--- config.mk ---
export PLATFORM = sky130hd
export DESIGN_NAME = vpfa_cell
export DESIGN_NICKNAME = d
export VERILOG_FILES = /design/src/rtl/vpfa_pkg.sv /design/src/rtl/vpfa_cell.sv
export SDC_FILE = /design/constraint.sdc
export NUM_CORES = 1
export LEC_CHECK = 0
export BUFFER_PORTS_ARGS = -buffer_cell sky130_fd_sc_hd__buf_4
export CORE_MARGIN = 8
export CORE_UTILIZATION = 43
export DETAILED_ROUTE_END_ITERATION = 16
export PLACE_DENSITY_LB_ADDON = 0.1
export SLEW_MARGIN = 10
export SYNTH_ARGS = -nofsm -noshare
export SYNTH_HDL_FRONTEND = slang
export SYNTH_SLANG_ARGS = --single-unit
--- constraint.sdc ---
create_clock -name clk -period 3.45 [get_ports clk]
set_input_delay 0.5175 -clock clk [delete_from_list [all_inputs] [get_ports clk]]
set_output_delay 0.5175 -clock clk [all_outputs]
set_load 0.05 [all_outputs]
--- src/rtl/vpfa_pkg.sv ---
// ----------------------------------------------------------------------------
// vpfa_pkg
// Shared types, constants and helpers of the variable partition fit allocator.
// ----------------------------------------------------------------------------
package vpfa_pkg;

  localparam int MAX_REGIONS = 32;
  localparam int ADDR_BITS   = 16;
  localparam int OWNER_BITS  = 8;

  localparam int IDX_W     = $clog2(MAX_REGIONS);
  localparam int CNT_W     = $clog2(MAX_REGIONS + 1);
  localparam int SIZE_W    = ADDR_BITS + 1;
  localparam int TREE_LVLS = IDX_W;
  localparam int NLEAF     = 1 << IDX_W;

  // fixed field widths of the channels
  localparam int OWNER_IN_W = 8;
  localparam int REQ_W      = 17;
  localparam int STATUS_W   = 2;
  localparam int START_W    = 16;
  localparam int FREED_W    = 6;
  localparam int CFG_IDX_W  = 1;
  localparam int CFG_DATA_W = 17;

  localparam logic CFG_MEM_SIZE = 1'b0;
  localparam logic CFG_FIT_MODE = 1'b1;

  localparam logic OP_ALLOC   = 1'b0;
  localparam logic OP_RELEASE = 1'b1;

  localparam logic [1:0] FIT_FIRST = 2'd0;
  localparam logic [1:0] FIT_BEST  = 2'd1;
  localparam logic [1:0] FIT_WORST = 2'd2;

  localparam logic [STATUS_W-1:0] ST_DONE   = 2'd0;
  localparam logic [STATUS_W-1:0] ST_NO_FIT = 2'd1;
  localparam logic [STATUS_W-1:0] ST_FULL   = 2'd2;

  localparam logic [CFG_DATA_W-1:0] RESET_MEM_SIZE = 17'd1024;
  localparam logic [SIZE_W:0]       MEM_CAP        = (SIZE_W+1)'(1) << ADDR_BITS;

  typedef logic [ADDR_BITS-1:0]  addr_t;
  typedef logic [SIZE_W-1:0]     size_t;
  typedef logic [OWNER_BITS-1:0] owner_t;
  typedef logic [IDX_W-1:0]      idx_t;
  typedef logic [CNT_W-1:0]      cnt_t;

  typedef struct packed {
    addr_t  start;
    addr_t  last;
    logic   free;
    owner_t owner;
  } region_t;

  typedef enum logic [2:0] {
    CELL_HOLD,
    CELL_INIT,
    CELL_OWN,
    CELL_SPLIT_TAIL,
    CELL_SHIFT_L,
    CELL_SHIFT_R,
    CELL_ABSORB_R,
    CELL_RELEASE
  } cell_cmd_e;

  typedef struct packed {
    owner_t owner;
    size_t  req;
    addr_t  new_start;
    addr_t  new_last;
  } cell_bcast_t;

  typedef struct packed {
    logic  fit;
    size_t size;
    logic  owned;
  } cell_stat_t;

  typedef struct packed {
    logic  fit;
    size_t size;
    addr_t start;
    idx_t  idx;
    cnt_t  owned;
  } leaf_t;

  typedef enum logic [2:0] {
    S_IDLE,
    S_SCAN,
    S_APPLY,
    S_MERGE,
    S_DONE
  } state_e;

  // Last address of the single free region after (re)initialization.
  function automatic addr_t init_last(logic [CFG_DATA_W-1:0] v);
    logic [SIZE_W:0] vx;
    vx = (SIZE_W+1)'(v);
    if (vx == '0) begin
      return '0;
    end else if (vx > MEM_CAP) begin
      return '1;
    end else begin
      return ADDR_BITS'(vx - (SIZE_W+1)'(1));
    end
  endfunction

endpackage

--- src/rtl/vpfa_cell.sv ---
// ----------------------------------------------------------------------------
// vpfa_cell
// One region table entry; loads from its neighbors on insert and merge.
// ----------------------------------------------------------------------------
module vpfa_cell (
  input  logic                  clk,
  input  vpfa_pkg::cell_cmd_e   cmd,
  input  vpfa_pkg::cell_bcast_t bc,
  input  vpfa_pkg::region_t     left,
  input  vpfa_pkg::region_t     right,
  output vpfa_pkg::region_t     region,
  output vpfa_pkg::cell_stat_t  stat
);

  vpfa_pkg::region_t region_r;
  vpfa_pkg::region_t region_nxt;

  // apply the command of this cycle
  always_comb begin
    region_nxt = region_r;
    case (cmd)
      vpfa_pkg::CELL_INIT: begin
        region_nxt.start = '0;
        region_nxt.last  = bc.new_last;
        region_nxt.free  = 1'b1;
        region_nxt.owner = '0;
      end
      vpfa_pkg::CELL_OWN: begin
        region_nxt.last  = bc.new_last;
        region_nxt.free  = 1'b0;
        region_nxt.owner = bc.owner;
      end
      vpfa_pkg::CELL_SPLIT_TAIL: begin
        region_nxt       = left;
        region_nxt.start = bc.new_start;
      end
      vpfa_pkg::CELL_SHIFT_L:  region_nxt = left;
      vpfa_pkg::CELL_SHIFT_R:  region_nxt = right;
      vpfa_pkg::CELL_ABSORB_R: region_nxt.last = right.last;
      vpfa_pkg::CELL_RELEASE: begin
        if (!region_r.free && region_r.owner == bc.owner) begin
          region_nxt.free = 1'b1;
        end
      end
      default: region_nxt = region_r;
    endcase
  end

  always_ff @(posedge clk) begin
    region_r <= region_nxt;
  end

  // local hole size, fit and ownership
  always_comb begin
    stat.size  = {1'b0, region_r.last} - {1'b0, region_r.start} + vpfa_pkg::SIZE_W'(1);
    stat.fit   = region_r.free && (stat.size >= bc.req);
    stat.owned = !region_r.free && (region_r.owner == bc.owner);
  end

  assign region = region_r;

endmodule

==> impl_metrics.tcl <==
set metrics [dict create \
    status "finished, violations left" \
    violations "setup timing" \
    p_switching_mw 1.74 \
    wirelength_mm 13.7 \
    placed_cell_area_um2 6370 \
    clkSlewWorstSetupHoldPaths_ns 0.08 \
    dr.pass1.iters 4 \
    fp.dieW_um 115 \
    fin_crit_ns 4.21 \
    synth.distinct_cells 47 \
    hold_viol_final 0 \
    cellLeakagePower_nw 3.31 \
    dp_hpwl_mm 11.4 \
    grt_max_degree 43 \
    synth-edff-count 41 \
    largest_reg_flops 41 \
    route.detailed.drc 0 \
    first_global_vias 4416 \
    p_comb_share_pct 72.7 \
    die_area_um2 13200 \
    p_seq_share_pct 18.6 \
    synthCells 441 \
    grt_use_total_pct 20.0 \
    grt_overflow 0 \
    endpoint_kind "output port" \
    critPathArrivalTime_ns 3.69 \
    route.met3.wl_um 841 \
    power_density_nw_per_um2 554 \
    ys_seq_area_share_pct 29.3 \
    syn_nets 633 \
    period_share_pct 122 \
    vias_per_cell 5.10 \
    p_int_mw 1.88 \
    final_cell_mix "buf_4 (270), mux2i_1 (65), ha_1 (45)" \
    drive_gt1_share_pct 46.5 \
    drt-met1-wl_mm 5.97 \
    fin_setup_tns_ns -0.758 \
    cp_data_required_time_ns 2.93 \
    ant_nets 0 \
    ys.flop_type "edfxtp_1" \
    vias 4245 \
    synth_area_per_cell_um2 9.53 \
    gp_congestion 0.885 \
    cts_root_buffer "clkbuf_8" \
    pwr-share-clk_pct 8.7 \
    numCtsBuffers 5 \
    final_common_cell "buf_4" \
    antenna_found_initial 0 \
    nets 890 \
    sw_frac_of_total_pct 48.0 \
    die_h_um 115 \
    critical-path-max-stage-delay_ns 0.39 \
    min_path_type "primary input to flop" \
    setup_ws_ns -0.758 \
    postLayoutCellArea_um2 6530 \
    start_util_pct 43.6 \
    wl_met2_mm 6.76 \
    clkLatencyLatePin_ns 0.29 \
    cts_sinks 41 \
    crit_path_top_delay_cell "edfxtp_1" \
    crit_chain "ha_1 > inv_1 > ha_2 > fa_2 > a21o_1 > a41oi_2 > o21ai_2 > o31ai_2 > a31oi_2 > xor2_2 > ha_2 > and3_1 > nand3_2 > buf_4 > o311ai_4 > buf_6" \
    drv_cap 0 \
    finalSetupViolCount 1 \
    ys_seq_elements 41 \
    top_layer "met4" \
    worst_slew_margin_rel_pct 39.6 \
    drt_iter0_drc 136 \
    core_area_um2 9640 \
    rsz0062_at_grt "yes" \
    vdd_drop_max_mv 0.394 \
    start_kind "flop" \
    htreeDepth 2 \
    fin_worst_skew_ns 0.00112 \
    cts_tree "built" \
    cp_max_fo 3 \
    grt_pass1_wl_mm 21.4 \
    wl_per_cell_um 16.5 \
    fmax_ghz 0.238 \
    cpMostUsedCell "ha_2" \
    io_buffers 202 \
    yosys_warnings 0 \
    io_pins 203 \
    tightest_slew_ns 0.906 \
    fp-row-count 36 \
    critPathKind "flop to output port" \
    diodes 0 \
    cts_buffer_depth 2 \
    maxSlewViolCount 0 \
    async_reset_ff_share_pct 0 \
    netlist_area_um2 4200 \
    syn_to_final_growth_pct 55.3 \
]
cells in the mapped netlist, types with 3 or more instances:
master | n | area [um2]
buf_2 | 8 | 40.0
o21ai_0 | 37 | 185
inv_1 | 42 | 158
buf_4 | 4 | 30.0
a21oi_1 | 21 | 105
clkbuf_1 | 7 | 26.3
a21oi_2 | 3 | 26.3
buf_1 | 3 | 11.3
nand4_1 | 3 | 18.8
edfxtp_1 | 41 | 1230
xor2_1 | 6 | 52.6
nand2_1 | 36 | 135
o211ai_1 | 16 | 120
o22ai_1 | 8 | 50.1
a21o_1 | 11 | 82.6
xnor2_1 | 15 | 131
ha_1 | 48 | 601
mux2_2 | 16 | 180
nor2_1 | 9 | 33.8
nand3_1 | 3 | 15.0
o21ai_1 | 5 | 25.0
mux2i_1 | 65 | 651
nand2b_1 | 3 | 18.8
metal layers:
metal,track usage (%),vias up
met1,24.8,1961
met5,0,-
li1,-,2133
met4,4.12,0
met3,4.36,11
met2,34.8,140
worst max-delay path, delay by kind of cell (launching register included):
| family | cells | cell delay (ns) |
|---|---|---|
| AOI/OAI and AO/OA | 6 | 1.10 |
| xor gates and xnor gates | 1 | 0.17 |
| adders and majority gates | 4 | 1.13 |
| buffers and inverters | 3 | 0.38 |
| DFF | 1 | 0.39 |
| and+or+nand+nor | 2 | 0.23 |
worst paths after layout:
kind / start / end / slack [ns] / cells past startpoint
max: region[26] / stat[18] / -0.76 / 16
min: bc[19] / region[28] / 0.49 / 3
max reg2reg: region[6] / region[8] / 1.98 / 4
min reg2reg: region[7] / region[8] / 0.93 / 4
cells by family after synthesis:
kind of cell             count (synthesis)  share of synthesized area (%)
multiplexers                            81                           19.8
buffers and inverters                   64                           6.31
XOR/XNOR                                21                           4.38
flip-flops                              41                           29.3
AND/OR/NAND/NOR                         67                           7.23
adder cells (fa/ha/maj)                 49                           14.8
AO/OA/AOI/OAI                          118                           18.2
area by class of cell:
class | instances | area, um2
multi-input combinational | 336 | 2840
sequential | 41 | 1230
inverter | 42 | 158
fill | 810 | 3110
tap | 133 | 166
clock buffer | 8 | 80.1
timing repair buffer | 272 | 2050
power by group through the flow:
stage               sequential [mW]  clock [mW]  combinational, mW
finish                        0.674       0.314               2.63
floorplan                     0.894           0               1.36
global route                  0.683       0.335               2.81
global placement              0.683           0               2.50
detailed placement            0.685           0               2.56
CTS                           0.674       0.320               2.59
what timing repair did:
action                     4_1_cts  5_1_grt
setup endpoints to repair        2        8
hold buffers                     0        0
gates resized for setup          5        8
setup buffers                    1        1
pin swaps                        5        4
stage by stage:
| stage | hold slack, ns | total power [mW] | utilization, % | instances | setup WS, ns |
|---|---|---|---|---|---|
| after CTS | 0.488 | 3.58 | 67.1 | 831 | -0.761 |
| after floorplan | 0.705 | 2.26 | - | 441 | -1.03 |
| after global placement | 0.796 | 3.19 | 66.1 | 822 | -0.510 |
| final | 0.495 | 3.61 | 67.7 | 832 | -0.758 |
| after detailed placement | 0.797 | 3.25 | 66.1 | 822 | -0.557 |
| after global routing | 0.500 | 3.82 | 67.7 | 832 | -0.930 |
(Power assumes the default switching activity.)
